### src/rtl/assert_macros.svh
// Assertion macros for the RTL file that carries checks, the top level.
// Depends on nothing; take it by include inside a module body.
`ifndef ASSERT_MACROS_SVH
`define ASSERT_MACROS_SVH

// Same-cycle implication, disabled while reset is asserted.
`define CHK_IMPL(label, clk, rstn, ante, cons, msg) \
    label: assert property (@(posedge clk) disable iff (!(rstn)) (ante) |-> (cons)) \
        else $error(msg);

// Implication checked a fixed number of cycles later.
`define CHK_DELAY(label, clk, rstn, ante, n, cons, msg) \
    label: assert property (@(posedge clk) disable iff (!(rstn)) (ante) |-> ##n (cons)) \
        else $error(msg);

`endif

### src/rtl/bfs_pkg.sv
// Package for the bilinear frame scaler: sizes, word types and blend helpers.
// Depends on nothing; every RTL module imports it.
package bfs_pkg;

    localparam int MAX_W      = 512;
    localparam int MAX_H      = 512;
    localparam int FRAC       = 16;
    localparam int XW         = $clog2(MAX_W);
    localparam int YW         = $clog2(MAX_H);
    localparam int BAW        = (XW - 1) + (YW - 1);
    localparam int BANK_DEPTH = 1 << BAW;
    localparam int STEPW      = 25;
    localparam int DXW        = 11;
    localparam int POSW       = DXW + STEPW;
    localparam int WHW        = POSW - FRAC;
    localparam int ONEW       = FRAC + 1;
    localparam int FIFO_DEPTH = 8;
    localparam int FPW        = $clog2(FIFO_DEPTH);
    localparam int FCW        = $clog2(FIFO_DEPTH + 1);
    localparam int INFLIGHT   = 3;

    localparam logic [STEPW-1:0] STEP_RESET = STEPW'(1 << FRAC);
    localparam logic [ONEW-1:0]  ONE        = ONEW'(1 << FRAC);

    localparam logic KIND_LOAD  = 1'b0;
    localparam logic KIND_QUERY = 1'b1;

    localparam logic REG_X_STEP = 1'b0;
    localparam logic REG_Y_STEP = 1'b1;

    typedef struct packed {
        logic        kind;
        logic [8:0]  src_x;
        logic [8:0]  src_y;
        logic [7:0]  ch0_in;
        logic [7:0]  ch1_in;
        logic [7:0]  ch2_in;
        logic [10:0] dest_x;
        logic [10:0] dest_y;
    } pix_in_t;

    typedef struct packed {
        logic [7:0] ch0_out;
        logic [7:0] ch1_out;
        logic [7:0] ch2_out;
    } pix_out_t;

    // Classified word handed from the front to the back.
    typedef struct packed {
        logic                     is_load;
        logic [1:0]               wbank;
        logic [BAW-1:0]           waddr;
        logic [23:0]              wdata;
        logic [3:0][BAW-1:0]      raddr;
        logic                     x1p;
        logic                     x2p;
        logic                     y1p;
        logic                     y2p;
        logic [FRAC-1:0]          fx;
        logic [FRAC-1:0]          fy;
    } cmd_t;

    typedef struct packed {
        logic valid;
        cmd_t cmd;
    } cmd_word_t;

    // (ONE-f)*a + f*b on 8-bit samples; fits in FRAC+8 bits.
    function automatic logic [FRAC+7:0] blend_px(logic [FRAC-1:0] f, logic [7:0] a,
                                                  logic [7:0] b);
        logic [ONEW-1:0]  w0;
        logic [FRAC+8:0]  acc;
        begin
            w0  = ONE - {1'b0, f};
            acc = (FRAC+9)'(w0 * a) + (FRAC+9)'({1'b0, f} * b);
            return acc[FRAC+7:0];
        end
    endfunction

    // (ONE-f)*a + f*b on blended rows, scaled back to one byte.
    function automatic logic [7:0] blend_row(logic [FRAC-1:0] f, logic [FRAC+7:0] a,
                                             logic [FRAC+7:0] b);
        logic [ONEW-1:0]      w0;
        logic [2*FRAC+8:0]    acc;
        begin
            w0  = ONE - {1'b0, f};
            acc = (2*FRAC+9)'(w0 * a) + (2*FRAC+9)'({1'b0, f} * b);
            return acc[2*FRAC +: 8];
        end
    endfunction

endpackage

### src/rtl/bfs_fifo.sv
// Short queue of classified words between front and back.
// Depends on bfs_pkg.
module bfs_fifo (
    input  logic               clk,
    input  logic               rst_n,
    input  bfs_pkg::cmd_word_t push,
    output bfs_pkg::cmd_word_t head,
    output logic               busy
);
    import bfs_pkg::*;

    cmd_t              mem [FIFO_DEPTH];
    logic [FPW-1:0]    wr_ptr_reg, wr_ptr_next;
    logic [FPW-1:0]    rd_ptr_reg, rd_ptr_next;
    logic [FCW-1:0]    count_reg, count_next;
    logic              pop;

    assign pop = (count_reg != '0);

    always_comb
    begin
        wr_ptr_next = push.valid ? wr_ptr_reg + FPW'(1) : wr_ptr_reg;
        rd_ptr_next = pop ? rd_ptr_reg + FPW'(1) : rd_ptr_reg;
        count_next  = count_reg + FCW'(push.valid) - FCW'(pop);
    end

    always_ff @(posedge clk or negedge rst_n)
    begin
        if (!rst_n)
        begin
            wr_ptr_reg <= '0;
            rd_ptr_reg <= '0;
            count_reg  <= '0;
        end
        else
        begin
            wr_ptr_reg <= wr_ptr_next;
            rd_ptr_reg <= rd_ptr_next;
            count_reg  <= count_next;
        end
    end

    always_ff @(posedge clk)
    begin
        if (push.valid)
        begin
            mem[wr_ptr_reg] <= push.cmd;
        end
    end

    assign head.valid = pop;
    assign head.cmd   = mem[rd_ptr_reg];
    // hold off new words while the front stages could overrun the queue
    assign busy       = (count_reg > FCW'(FIFO_DEPTH - INFLIGHT - 1));

endmodule

### config.mk
export PLATFORM = sky130hd
export DESIGN_NAME = bfs_fifo
export DESIGN_NICKNAME = d
export VERILOG_FILES = /design/src/rtl/assert_macros.svh /design/src/rtl/bfs_pkg.sv /design/src/rtl/bfs_fifo.sv
export SDC_FILE = /design/constraint.sdc
export NUM_CORES = 1
export LEC_CHECK = 0
export BUFFER_PORTS_ARGS = -buffer_cell sky130_fd_sc_hd__buf_2
export CORE_UTILIZATION = 35
export DETAILED_ROUTE_END_ITERATION = 8
export PLACE_DENSITY = 0.56
export SYNTH_ARGS = -nofsm -noshare
export SYNTH_HDL_FRONTEND = slang
export SYNTH_SLANG_ARGS = --single-unit
### constraint.sdc
create_clock -name clk -period 33.2 [get_ports clk]
set_clock_uncertainty 0.15 [all_clocks]
set_input_delay 6.64 -clock clk [delete_from_list [all_inputs] [get_ports clk]]
set_output_delay 6.64 -clock clk [all_outputs]
set_load 0.05 [all_outputs]
==> results.py <==
metrics = {
    "run_status": {
        "status": "finished, final reports clean",
    },
    "cells_and_area": {
        "ff_latch_area_sq_um": 34600,
        "fillers": 10600,
        "multiInputGateArea_sq_um": 8400,
        "drive_above_1_share_pct": 42.8,
        "final_cell_area_sq_um": 50700,
        "fin_nets": 2228,
        "final_util_pct": 41.3,
        "largest_reg_flops": 1144,
        "synthToLayoutAreaGrowth_pct": 16.4,
    },
    "power_and_ir_drop": {
        "vdd_drop_max_uv": 81.5,
        "cellPowerDensity_nw_per_um2": 97.9,
        "power_leakage_nw": 16.2,
    },
    "critical_path": {
        "cp_slowest_cell": "dfrtp_4",
        "critPathRequiredTime_ns": 26.41,
        "crit_chain": "buf_4 > buf_4 > buf_4 > mux4_2 > mux2_2 > buf_2",
        "critPathMaxFanout": 44,
        "rr_worst_depth": 4,
        "critPathKind": "flop to output port",
        "max_stage_delay_ns": 0.95,
        "crit_top_cell": "buf_4",
        "worst_setup_path_end_kind": "output port",
        "critPathLaunchType": "flop",
        "worst_ep_arrival_time_ns": 5.21,
    },
    "drt": {
        "postRouteAntennaNets": 0,
        "drt_iter0_markers": 1323,
        "vias": 18900,
        "wirelength_microns": 92800,
        "routedWlPerCell_microns": 24.4,
        "drt_pass1_iterations": 4,
        "routed_via_density": 4.97,
        "remaining_drc_errors": 0,
    },
    "yosys": {
        "syn_nets": 1865,
        "ys_warn_count": 0,
        "synth_top_area_share_pct": 79.0,
        "ys_async_sr_fraction_pct": 0.867,
        "ys_seq_area_share_pct": 79.5,
        "avgSynthCellArea_sq_um": 25.4,
        "synth_top_cell_by_area": "edfxtp_1",
        "synth_ff_type": "edfxtp_1",
        "synth_most_common_cell": "edfxtp_1",
        "synthTopCellsByArea": "edfxtp_1, mux4_2, mux2_2, buf_6, dfrtp_1",
        "synth-edff-count": 1144,
        "synthDistinctLibCells": 22,
        "ys_ff_latch": 1154,
        "syn_area_sq_um": 43500,
        "syn-instance-count": 1710,
        "synthTopCellsByCount": "edfxtp_1, mux4_2, mux2_2",
    },
    "global_routing": {
        "antenna_found_initial": 27,
        "grt_pass1_vias": 20800,
        "gr-total-overflow": 0,
        "grt_usage_pct": 14.8,
        "grt_max_degree": 143,
        "grt_pass1_wl_microns": 138000,
    },
    "job": {
        "drv_cap": 0,
    },
    "sta": {
        "hold_viol": 0,
        "final-setup-viol-count": 0,
        "whs_ns": 0.405,
        "layout_min_cycle_time_ns": 12.00,
        "tightest_slew_ns": 1.11,
        "slew_viol_final": 0,
        "rsz0062_at_grt": "no",
        "finalSetupTns_ns": 0,
        "setup_ws_ns": 21.20,
        "slew_headroom_pct": 25.9,
        "period_share_pct": 36.1,
        "fmaxAchievable_mhz": 83.4,
    },
    "placement": {
        "placed_cell_area_sq_um": 46900,
        "port-buffer-count": 290,
        "place.gp.congestion": 0.679,
        "place_ws_ns": 21.69,
        "dp_hpwl_microns": 48200,
    },
    "floorplanning": {
        "ios": 291,
        "core_area_sq_um": 123000,
        "die-area_sq_um": 126000,
        "die_y_microns": 355,
        "rows": 128,
        "initial_core_util_pct": 35.5,
        "die_width_microns": 355,
    },
    "clock_tree": {
        "holdBufCountCts": 0,
        "cts_inserted_buffers": 120,
        "cts-root-buf": "clkbuf_16",
        "clk_path_buf_depth": 3,
        "cts.sinks": 1154,
        "tritoncts": "yes",
        "clkTransAtPathRegs_ns": 0.06,
        "cts_setup_buffers": 0,
        "cts_resized": 0,
        "insertion_delay_ns": 0.70,
        "h-tree-depth": 3,
    },
    "hold_path": {
        "hold_path.class": "flop to flop",
        "whs_path_depth": 1,
    },
}
==> report_power, final <==
| group | internal (W) | switching [W] | leakage [nW] |
|---|---|---|---|
| Sequential | 0.00183 | 0.0000733 | 10.5 |
| Clock | 0.000745 | 0.000540 | 1.84 |
| Combinational | 0.000618 | 0.00115 | 3.89 |
| Total | 0.00319 | 0.00177 | 16.2 |
==> worst max-delay path, delay by kind of cell (launching register included) <==
family / cells / cell delay (ns)
flip-flops: 1 / 0.95
multiplexers: 2 / 0.91
buffers and inverters: 4 / 2.53
==> cell usage in the layout, fill, tap and decap left out, types with 4 or more instances in the layout <==
master / Yosys / routed
buf_12: 0 / 6
buf_2: 21 / 290
buf_4: 1 / 27
bufinv_16: 0 / 9
clkbuf_1: 20 / 29
clkbuf_16: 0 / 123
clkinv_1: 0 / 28
clkinv_2: 0 / 19
dfrtp_1: 10 / 7
diode_2: 0 / 10
edfxtp_1: 1144 / 1144
ha_1: 8 / 8
inv_1: 8 / 8
mux2_2: 145 / 145
mux4_2: 286 / 286
nand2_1: 4 / 4
nor2_4: 0 / 6
==> worst paths after layout <==
| path | from | end | slack [ns] |
|---|---|---|---|
| max | rd_ptr_reg[0] | head[86] | 21.20 |
| min | wr_ptr_reg[1] | wr_ptr_reg[1] | 0.41 |
| max reg2reg | wr_ptr_reg[1] | mem[5][93] | 29.51 |
| min reg2reg | wr_ptr_reg[1] | wr_ptr_reg[1] | 0.41 |
| max in group asynchronous | rst_n | rd_ptr_reg[1] | 27.03 |
| min in group asynchronous | rst_n | wr_ptr_reg[2] | 5.64 |
==> metal layers <==
layer  share of wire (%)  global-route usage [%]
met1                  43                    19.6
met2                  49                    24.6
met3                 6.1                    3.54
met4                 1.9                    4.00
met5                0.22                       0
==> cell type report <==
cell class,count,area share [%]
Tap cell,1625,4.01
Sequential cell,1154,68.3
Multi-Input combinational cell,466,16.6
Antenna cell,10,0.0494
Inverter,8,0.0593
Timing Repair Buffer,323,3.50
Clock inverter,67,1.18
Clock buffer,152,6.29
==> logic make-up (layout without fill, tap and decap cells) <==
kind of cell	Yosys count	after routing	share of synthesized area, %
DFF	1154	1154	79.5
muxes	431	431	18.6
buffers and inverters	90	550	1.29
and+or+nand+nor	16	16	0.173
adders and majority gates	9	9	0.276
xor gates and xnor gates	6	6	0.121
AOI/OAI and AO/OA	4	4	0.0518
other	0	10	0
==> metrics by stage <==
stage	total power, W	cells
2_1_floorplan	0.00334	1710
3_3_place_gp	0.00373	3576
3_5_place_dp	0.00376	3576
4_1_cts	0.00505	3795
5_1_grt	0.00518	3797
6_report	0.00496	3805
No activity file was read; power rests on OpenSTA's default activity.
