[src/rtl/assert_macros.svh]
// Assertion macros for the RTL file that carries checks, the top level.
// Depends on nothing; take it by include inside a module body.
`ifndef ASSERT_MACROS_SVH
`define ASSERT_MACROS_SVH

// Same-cycle implication, disabled while reset is asserted.
`define CHK_IMPL(label, clk, rstn, ante, cons, msg) \
    label: assert property (@(posedge clk) disable iff (!(rstn)) (ante) |-> (cons)) \
        else $error(msg);

// Implication checked a fixed number of cycles later.
`define CHK_DELAY(label, clk, rstn, ante, n, cons, msg) \
    label: assert property (@(posedge clk) disable iff (!(rstn)) (ante) |-> ##n (cons)) \
        else $error(msg);

`endif

[src/rtl/bfs_pkg.sv]
// Package for the bilinear frame scaler: sizes, word types and blend helpers.
// Depends on nothing; every RTL module imports it.
package bfs_pkg;

    localparam int MAX_W      = 512;
    localparam int MAX_H      = 512;
    localparam int FRAC       = 16;
    localparam int XW         = $clog2(MAX_W);
    localparam int YW         = $clog2(MAX_H);
    localparam int BAW        = (XW - 1) + (YW - 1);
    localparam int BANK_DEPTH = 1 << BAW;
    localparam int STEPW      = 25;
    localparam int DXW        = 11;
    localparam int POSW       = DXW + STEPW;
    localparam int WHW        = POSW - FRAC;
    localparam int ONEW       = FRAC + 1;
    localparam int FIFO_DEPTH = 8;
    localparam int FPW        = $clog2(FIFO_DEPTH);
    localparam int FCW        = $clog2(FIFO_DEPTH + 1);
    localparam int INFLIGHT   = 3;

    localparam logic [STEPW-1:0] STEP_RESET = STEPW'(1 << FRAC);
    localparam logic [ONEW-1:0]  ONE        = ONEW'(1 << FRAC);

    localparam logic KIND_LOAD  = 1'b0;
    localparam logic KIND_QUERY = 1'b1;

    localparam logic REG_X_STEP = 1'b0;
    localparam logic REG_Y_STEP = 1'b1;

    typedef struct packed {
        logic        kind;
        logic [8:0]  src_x;
        logic [8:0]  src_y;
        logic [7:0]  ch0_in;
        logic [7:0]  ch1_in;
        logic [7:0]  ch2_in;
        logic [10:0] dest_x;
        logic [10:0] dest_y;
    } pix_in_t;

    typedef struct packed {
        logic [7:0] ch0_out;
        logic [7:0] ch1_out;
        logic [7:0] ch2_out;
    } pix_out_t;

    // Classified word handed from the front to the back.
    typedef struct packed {
        logic                     is_load;
        logic [1:0]               wbank;
        logic [BAW-1:0]           waddr;
        logic [23:0]              wdata;
        logic [3:0][BAW-1:0]      raddr;
        logic                     x1p;
        logic                     x2p;
        logic                     y1p;
        logic                     y2p;
        logic [FRAC-1:0]          fx;
        logic [FRAC-1:0]          fy;
    } cmd_t;

    typedef struct packed {
        logic valid;
        cmd_t cmd;
    } cmd_word_t;

    // (ONE-f)*a + f*b on 8-bit samples; fits in FRAC+8 bits.
    function automatic logic [FRAC+7:0] blend_px(logic [FRAC-1:0] f, logic [7:0] a,
                                                  logic [7:0] b);
        logic [ONEW-1:0]  w0;
        logic [FRAC+8:0]  acc;
        begin
            w0  = ONE - {1'b0, f};
            acc = (FRAC+9)'(w0 * a) + (FRAC+9)'({1'b0, f} * b);
            return acc[FRAC+7:0];
        end
    endfunction

    // (ONE-f)*a + f*b on blended rows, scaled back to one byte.
    function automatic logic [7:0] blend_row(logic [FRAC-1:0] f, logic [FRAC+7:0] a,
                                             logic [FRAC+7:0] b);
        logic [ONEW-1:0]      w0;
        logic [2*FRAC+8:0]    acc;
        begin
            w0  = ONE - {1'b0, f};
            acc = (2*FRAC+9)'(w0 * a) + (2*FRAC+9)'({1'b0, f} * b);
            return acc[2*FRAC +: 8];
        end
    endfunction

endpackage

[src/rtl/bfs_front.sv]
// Front end: registers accepted words, maps queries to source positions,
// clamps neighbours and builds bank read addresses. Depends on bfs_pkg.
module bfs_front (
    input  logic                     clk,
    input  logic                     rst_n,
    input  logic                     acc,
    input  bfs_pkg::pix_in_t         item,
    input  logic [bfs_pkg::STEPW-1:0] x_step,
    input  logic [bfs_pkg::STEPW-1:0] y_step,
    output bfs_pkg::cmd_word_t       push
);
    import bfs_pkg::*;

    logic              a_valid_reg, a_valid_next;
    pix_in_t           a_item_reg;
    logic              b_valid_reg;
    pix_in_t           b_item_reg;
    logic [POSW-1:0]   b_posx_reg, b_posy_reg;
    cmd_word_t         c_word;

    logic [WHW-1:0]    whx, why;
    logic [XW-1:0]     x1, x2;
    logic [YW-1:0]     y1, y2;
    logic [XW-1:0]     colsel [2];
    logic [YW-1:0]     rowsel [2];
    logic              in_range;

    assign a_valid_next = acc;

    always_ff @(posedge clk or negedge rst_n)
    begin
        if (!rst_n)
        begin
            a_valid_reg <= 1'b0;
            b_valid_reg <= 1'b0;
        end
        else
        begin
            a_valid_reg <= a_valid_next;
            b_valid_reg <= a_valid_reg;
        end
    end

    always_ff @(posedge clk)
    begin
        if (acc)
        begin
            a_item_reg <= item;
        end
        b_item_reg <= a_item_reg;
        b_posx_reg <= POSW'(a_item_reg.dest_x * x_step);
        b_posy_reg <= POSW'(a_item_reg.dest_y * y_step);
    end

    always_comb
    begin
        whx = b_posx_reg[POSW-1:FRAC];
        why = b_posy_reg[POSW-1:FRAC];
        x1  = (whx > WHW'(MAX_W - 1)) ? XW'(MAX_W - 1) : whx[XW-1:0];
        y1  = (why > WHW'(MAX_H - 1)) ? YW'(MAX_H - 1) : why[YW-1:0];
        x2  = (x1 == XW'(MAX_W - 1)) ? x1 : x1 + XW'(1);
        y2  = (y1 == YW'(MAX_H - 1)) ? y1 : y1 + YW'(1);
        for (int b = 0; b < 2; b++)
        begin
            colsel[b] = (x1[0] == 1'(b)) ? x1 : x2;
            rowsel[b] = (y1[0] == 1'(b)) ? y1 : y2;
        end
        in_range = (32'(b_item_reg.src_x) < 32'(MAX_W)) &&
                   (32'(b_item_reg.src_y) < 32'(MAX_H));

        c_word.cmd.is_load = (b_item_reg.kind == KIND_LOAD);
        c_word.cmd.wbank   = {b_item_reg.src_y[0], b_item_reg.src_x[0]};
        c_word.cmd.waddr   = {b_item_reg.src_y[YW-1:1], b_item_reg.src_x[XW-1:1]};
        c_word.cmd.wdata   = {b_item_reg.ch2_in, b_item_reg.ch1_in, b_item_reg.ch0_in};
        for (int k = 0; k < 4; k++)
        begin
            c_word.cmd.raddr[k] = {rowsel[k >> 1][YW-1:1], colsel[k & 1][XW-1:1]};
        end
        c_word.cmd.x1p = x1[0];
        c_word.cmd.x2p = x2[0];
        c_word.cmd.y1p = y1[0];
        c_word.cmd.y2p = y2[0];
        c_word.cmd.fx  = b_posx_reg[FRAC-1:0];
        c_word.cmd.fy  = b_posy_reg[FRAC-1:0];
        // drop loads that fall outside the store
        c_word.valid   = b_valid_reg && (b_item_reg.kind == KIND_QUERY || in_range);
    end

    assign push = c_word;

endmodule

[config.mk]
export PLATFORM = sky130hd
export DESIGN_NAME = bfs_front
export DESIGN_NICKNAME = d
export VERILOG_FILES = /design/src/rtl/assert_macros.svh /design/src/rtl/bfs_pkg.sv /design/src/rtl/bfs_front.sv
export SDC_FILE = /design/constraint.sdc
export NUM_CORES = 1
export LEC_CHECK = 0
export BUFFER_PORTS_ARGS = -buffer_cell sky130_fd_sc_hd__buf_4
export CORE_MARGIN = 2
export CORE_UTILIZATION = 61
export DETAILED_ROUTE_END_ITERATION = 10
export GPL_ROUTABILITY_DRIVEN = 0
export GPL_TIMING_DRIVEN = 0
export PLACE_DENSITY_LB_ADDON = 0.2
export SLEW_MARGIN = 5
export SYNTH_ARGS = -nofsm -noshare
export SYNTH_HDL_FRONTEND = slang
export SYNTH_SLANG_ARGS = --single-unit
[constraint.sdc]
create_clock -name clk -period 6.4 [get_ports clk]
set_clock_uncertainty 0.1 [all_clocks]
set_input_delay 0.32 -clock clk [delete_from_list [all_inputs] [get_ports clk]]
set_output_delay 0.32 -clock clk [all_outputs]
set_load 0.005 [all_outputs]
==> qor.csv, run 1 <==
metric,value,unit
status,finished clean,
DR vias/cell,5.31,
CP endpoint,b_posy_reg[35],
Worst path slowest cell,edfxtp_1,
register area,4300,um^2
htree depth,4,
max reg flops,65,
largest net degree at the start of global routing,67,
fin crit period,6.20,ns
syn_nets,3116,
CP endpoint kind,register,
drt total wl,56600,um
Final setup viols,0,
critical path arrival,6.44,ns
Finished Layout Cells,3324,
DRC,0,
io pins,262,
first-pass GRT wire length,92800,um
Final period util,0.969,
WP data required,6.64,ns
post-synth cell types,80,
critical path class,register to register,
Synth area leader,fa_1,
vias in the first global route,18900,
PortBufs,261,
Final Util,0.724,
Layout Nets,3478,
sequential share of the synthesized area,0.187,
Post-synth top flop,dfxtp_1,
Syn. warnings,0,
number of detailed-route iterations in the first pass,6,
Area contributors post-synth,"fa_1 36%, dfxtp_1 10%, edfxtp_1 8.5%",
Worst slew margin,0.402,
DP Area,25600,um^2
XOR/XNOR share of the synthesized area,0.0239,
initial antenna violation count,1,
clock sink count,182,
Leak Pwr,0.0132,uW
crit-path cells,clkbuf_2 > nand2_1 > fa_1 > fa_1 > inv_1 > fa_1 > fa_1 > inv_1 > fa_1 > inv_1 > ha_1 > a21oi_1 > o32ai_1 > nor3_1 > a21oi_2 > buf_4 > a221oi_4 > o21ai_2 > a2111oi_0 > or3b_1,
Post-Syn Area,23000,um^2
Placed Cells,3208,
layout cells sized above 1,0.174,
multiplexer area fraction after synthesis,0.00185,
R2R depth,20,
Vias,17700,
crit path from,a_item_reg[9],
global-route usage over all layers,0.306,
clock latency at the later pin of the worst-skew pair,0.47,ns
worst hold slack,0.0970,ns
wire per inst,17.0,um
Synth Area in Adders,0.439,
syn_area_per_cell,9.46,um^2
area grow syn2layout,17.6,%
Max IR drop VDD,0.510,mV
die area,39300,um^2
worst-margin pin slew,0.897,ns
PD cells,570,nW/um^2
GR Overflow Total,0,
root buffer cell,clkbuf_16,
final hold vios,0,
Crit Reg-Reg Startpoint,a_item_reg[9],
worst reg-to-reg setup slack,0.20,ns
clock tree buffer depth,2,
Detail Route Antenna Nets,0,
Row Count,71,
Iteration-0 DRC Markers,1165,
CTS buffer count,17,
"EDFF count, synth",65,
"Max FO, Critical Path",10,
largest family of logic cells by synthesized area,adder cells,
max cap viols,0,
multi-input logic area,16000,um^2
Starting Density,0.616,
final max-slew violation count,0,
"Clk pin slew, worst setup/hold paths",0.07,ns
fmax,161,MHz
Finished Cell Area,27100,um^2
simple-gate portion of the synthesized area,0.166,
area share of the largest cell type after synthesis,0.358,
CP most frequent cell,fa_1,
die height,198,um
CTS tree,yes,
Hold WC Path Type,input pin to async pin,
crit-path max cell delay,0.68,ns
fillers,2719,
DP HPWL,44400,um
Die W,198,um
Post-synth ARST share,0.0110,
#FFs+latches synth,182,
Synth Instances,2436,
crit path launch type,register,
RSZ-0062 raised after global routing,false,
Synth Area in Compound Gates,0.0615,
Core ar.,37400,um^2
RR Endpoint,b_posy_reg[35],
==> how the worst min path moves through the flow <==
stage                     startpoint     endpoint  cells after the start
final                          rst_n  b_valid_reg                      2
after global routing           rst_n  b_valid_reg                      2
after CTS                      rst_n  b_valid_reg                      2
after detailed placement       rst_n  a_valid_reg                      1
after global placement         rst_n  a_valid_reg                      1
after floorplan                rst_n  a_valid_reg                      0
==> metal layers <==
metal	up-vias	share of wire	GRT usage
li1	8072	-	-
met1	8682	0.40	0.391
met2	785	0.48	0.507
met3	117	0.10	0.0855
met4	0	0.026	0.0997
met5	-	0	0
==> cell usage in the layout (no fill, tap or decap), types with 5 or more instances in the layout <==
master,synthesis,layout
clkbuf_4,0,6
nor3_1,20,20
buf_4,107,386
nand4_1,8,8
ha_1,150,150
dlygate4sd3_1,0,68
clkbuf_16,0,17
nand2b_1,14,14
o21a_1,6,6
inv_6,0,5
o21ai_0,34,34
a211oi_1,11,10
nand3_1,26,26
edfxtp_1,65,65
fa_1,412,412
xor2_1,25,25
nand2_1,384,384
clkbuf_2,0,26
dfxtp_1,115,115
o21ai_1,5,5
or2_2,17,17
or3_1,5,5
inv_1,416,416
xnor2_1,38,38
and2_1,224,224
o21bai_1,10,10
a21o_1,23,23
a21oi_1,55,55
nor2_1,52,52
nor4_1,7,7
clkbuf_1,109,74
nor2b_1,10,10
a31oi_1,7,7
and3_1,10,10
==> synthesized netlist by cell type, drive strengths merged, types with 26 or more instances <==
| master | instances |
|---|---|
| clkbuf | 109 |
| and2 | 225 |
| nor2 | 52 |
| nand3 | 26 |
| o21ai | 40 |
| a21oi | 57 |
| ha | 150 |
| fa | 412 |
| dfxtp | 115 |
| xnor2 | 38 |
| edfxtp | 65 |
| nand2 | 384 |
| inv | 416 |
| buf | 109 |
==> report_power, final <==
| group | internal [uW] | switching (uW) | total [uW] | leakage, uW |
|---|---|---|---|---|
| Sequential | 1670 | 142 | 1810 | 0.00163 |
| Clock | 526 | 533 | 1060 | 0.000268 |
| Combinational | 5390 | 7190 | 12600 | 0.0113 |
| Total | 7590 | 7860 | 15400 | 0.0132 |
==> area by class of cell <==
cell class,instances,area share
plain buffers,214,0.0467
clock inverters,11,0.00402
repair buffers,347,0.102
flip-flops and latches,182,0.159
clock buffers,21,0.0166
inverters,416,0.0576
multi-input cells,1620,0.590
well taps,511,0.0236
diodes,2,0.000185
==> kinds of logic after synthesis <==
| kind of cell | after synthesis |
|---|---|
| compound gates | 202 |
| buf+inv | 634 |
| simple gates | 789 |
| mux | 4 |
| flops | 182 |
| fa+ha+maj | 562 |
| xor+xnor | 63 |
==> repair_timing <==
item	4_1_cts	5_1_grt
endpoints found under the hold margin	69	0
pin swaps	0	2
buffers inserted	0	18
gates resized for setup	18	51
setup endpoints to repair	5	15
hold buffers	68	0
==> through the flow <==
stage | power [uW] | TNS (ns) | setup WS [ns]
6_report | 15400 | 0 | 0.196
2_1_floorplan | 11300 | 0 | 0.885
4_1_cts | 15300 | 0 | 0.0177
3_5_place_dp | 14100 | -0.576 | -0.257
3_3_place_gp | 13700 | -0.209 | -0.145
5_1_grt | 17200 | 0 | 0.00192
==> worst max-delay path, delay by kind of cell, from the launching register on <==
| kind | cells | cell delay [ns] |
|---|---|---|
| AND/OR/NAND/NOR | 3 | 0.61 |
| buffers and inverters | 5 | 0.72 |
| flip-flops | 1 | 0.68 |
| adder cells (fa/ha/maj) | 6 | 2.77 |
| AO/OA/AOI/OAI | 6 | 1.20 |
Note: power is estimated with default switching activity, not from simulation.
==> run 2, diff against run 1 <==
--- a/config.mk
+++ b/config.mk
@@ -5,9 +5,10 @@
 export SDC_FILE = /design/constraint.sdc
 export NUM_CORES = 1
 export LEC_CHECK = 0
+export ABC_AREA = 1
 export BUFFER_PORTS_ARGS = -buffer_cell sky130_fd_sc_hd__buf_4
 export CORE_MARGIN = 2
-export CORE_UTILIZATION = 61
+export CORE_UTILIZATION = 62
 export DETAILED_ROUTE_END_ITERATION = 10
 export GPL_ROUTABILITY_DRIVEN = 0
 export GPL_TIMING_DRIVEN = 0
==> qor.csv, run 2 <==
metric,value,unit
Row Count,72,
PortBufs,261,
post-CTS setup repair buffer count,0,
Die W,202,um
CTS buffer count,17,
Final period util,0.972,
"EDFF count, synth",65,
most frequent cell after synthesis,nand2_1,
root buffer cell,clkbuf_16,
area grow syn2layout,16.1,%
clock latency at the later pin of the worst-skew pair,0.49,ns
fmax,161,MHz
R2R depth,19,
worst reg-to-reg setup slack,0.18,ns
syn_area_per_cell,7.99,um^2
Finished Layout Cells,3913,
RSZ-0062 raised after global routing,false,
CTS tree,yes,
fin crit period,6.22,ns
critical path class,register to register,
Core ar.,38600,um^2
"Max FO, Critical Path",10,
Final setup viols,0,
clock tree buffer depth,2,
htree depth,4,
most used cells in the layout excluding fill and tap cells,"855 x nand2_1, 761 x inv_1, 412 x fa_1, 368 x buf_4, 150 x ha_1",
global-route usage over all layers,0.337,
vias in the first global route,21900,
die area,40700,um^2
DRC,0,
number of detailed-route iterations in the first pass,8,
Crit Reg-Reg Startpoint,a_item_reg[16],
CP endpoint kind,register,
CP endpoint,b_posx_reg[20],
fillers,2917,
crit path from,a_item_reg[16],
final max-slew violation count,0,
Area contributors post-synth,"fa_1 34%, nand2_1 13%, inv_1 12%",
Iteration-0 DRC Markers,1922,
RR Endpoint,b_posx_reg[20],
Worst slew margin,0.380,
Synth area leader,fa_1,
Post-Syn Area,24200,um^2
status,finished clean,
worst-margin pin slew,0.930,ns
final setup margin,0.177,ns
Detail Route Antenna Nets,0,
"worst slack, placed",0.383,ns
layout cells sized above 1,0.126,
final hold vios,0,
largest net degree at the start of global routing,67,
max reg flops,65,
sequential share of the synthesized area,0.178,
DR vias/cell,5.29,
clock sink count,182,
GR Overflow Total,0,
drt total wl,64800,um
Syn. warnings,0,
DP HPWL,51000,um
"Clk pin slew, worst setup/hold paths",0.09,ns
wire per inst,16.6,um
io pins,262,
Starting Density,0.627,
syn_nets,3714,
WP data required,6.65,ns
Vias,20700,
die height,202,um
Synth Instances,3034,
"most common cell after layout, fill and taps aside",nand2_1,
first-pass GRT wire length,107000,um
#FFs+latches synth,182,
Placed Cells,3813,
post-synth cell types,42,
crit path launch type,register,
Hold WC Path Type,input pin to async pin,
Post-synth top flop,dfxtp_1,
area share of the largest cell type after synthesis,0.340,
Post-synth ARST share,0.0110,
Layout Nets,4062,
critical path arrival,6.47,ns
max cap viols,0,
Synth top cells by count,"855 x nand2_1, 761 x inv_1, 412 x fa_1",
# diodes,0,
Sum Neg Setup Slack,0,ns
initial antenna violation count,2,
-- run 2: cell types whose count changed in the layout (fill, tap and decap cells not counted), sizes merged, moves of 12 or more --
cell	delta
buf	-19
nand2b	-14
or2	-15
nand3	+54
nand2	+474
inv	+347
and2	-221
xnor2	-29
a211oi	-13
a21o	-12
nor2	+79
-- run 2: timing repair --
action	CTS	global route
endpoints found under the hold margin	69	0
resized for setup	0	4
setup endpoints to repair	0	3
hold buffers	68	0
-- run 2: critical path: stages, from the launching register on --
cell,delay (ns)
edfxtp_1,0.34
clkbuf_1,0.40
clkbuf_1,0.69
nand2_1,0.22
fa_1,0.61
inv_1,0.06
fa_1,0.55
fa_1,0.43
fa_1,0.50
inv_1,0.05
fa_1,0.47
inv_1,0.04
ha_1,0.34
nand2_1,0.14
nor2_1,0.26
nand4_1,0.16
o21ai_2,0.34
nand2_1,0.13
nand3_1,0.12
nand2_1,0.11
-- run 2: final cells by class --
type / count / area, um^2 / share of cell area
buffer: 226 / 1260 / 0.0447
multi-input combinational: 1863 / 15800 / 0.562
timing repair buffer: 329 / 2640 / 0.0939
inverter: 763 / 2860 / 0.102
tap: 518 / 648 / 0.0230
clock inverter: 15 / 180 / 0.00641
clock buffer: 17 / 425 / 0.0151
sequential: 182 / 4300 / 0.153
-- run 2: worst min-delay path by stage --
stage,from,to,slack (ns),cells past startpoint
final,rst_n,a_valid_reg,0.09,2
after global placement,rst_n,b_valid_reg,0.003,1
after detailed placement,rst_n,a_valid_reg,0.004,1
after CTS,rst_n,a_valid_reg,0.02,2
after global routing,rst_n,a_valid_reg,0.08,2
after floorplan,rst_n,a_valid_reg,-0.08,0
-- run 2: kinds of logic (layout without fill, tap and decap cells) --
kind of cell    Yosys count  in the layout  synth area share
compound gates          153            153            0.0364
xor+xnor                 39             39            0.0141
fa+ha+maj               562            562             0.418
buf+inv                 989           1350             0.170
flops                   182            182             0.178
simple gates           1109           1109             0.184
-- run 2: through the flow --
| stage | util | cell area, um^2 | hold slack [ns] |
|---|---|---|---|
| 2_1_floorplan | - | 24200 | -0.0756 |
| 3_3_place_gp | 0.694 | 26800 | 0.00284 |
| 3_5_place_dp | 0.694 | 26800 | 0.00429 |
| 4_1_cts | 0.728 | 28100 | 0.0218 |
| 5_1_grt | 0.728 | 28100 | 0.0768 |
| 6_report | 0.728 | 28100 | 0.0866 |
-- run 2: routing by layer --
metal / global-route usage / vias to the layer above / wire [um]
met5: 0 / - / 23
met4: 0.147 / 4 / 2850
met3: 0.0982 / 237 / 7420
met2: 0.553 / 1217 / 30200
met1: 0.415 / 9882 / 24300
li1: - / 9377 / -
Power of run 2 is left out: the tool's default activity adds up to more than one toggle a clock period on the data nets, which glitch-free logic cannot reach.
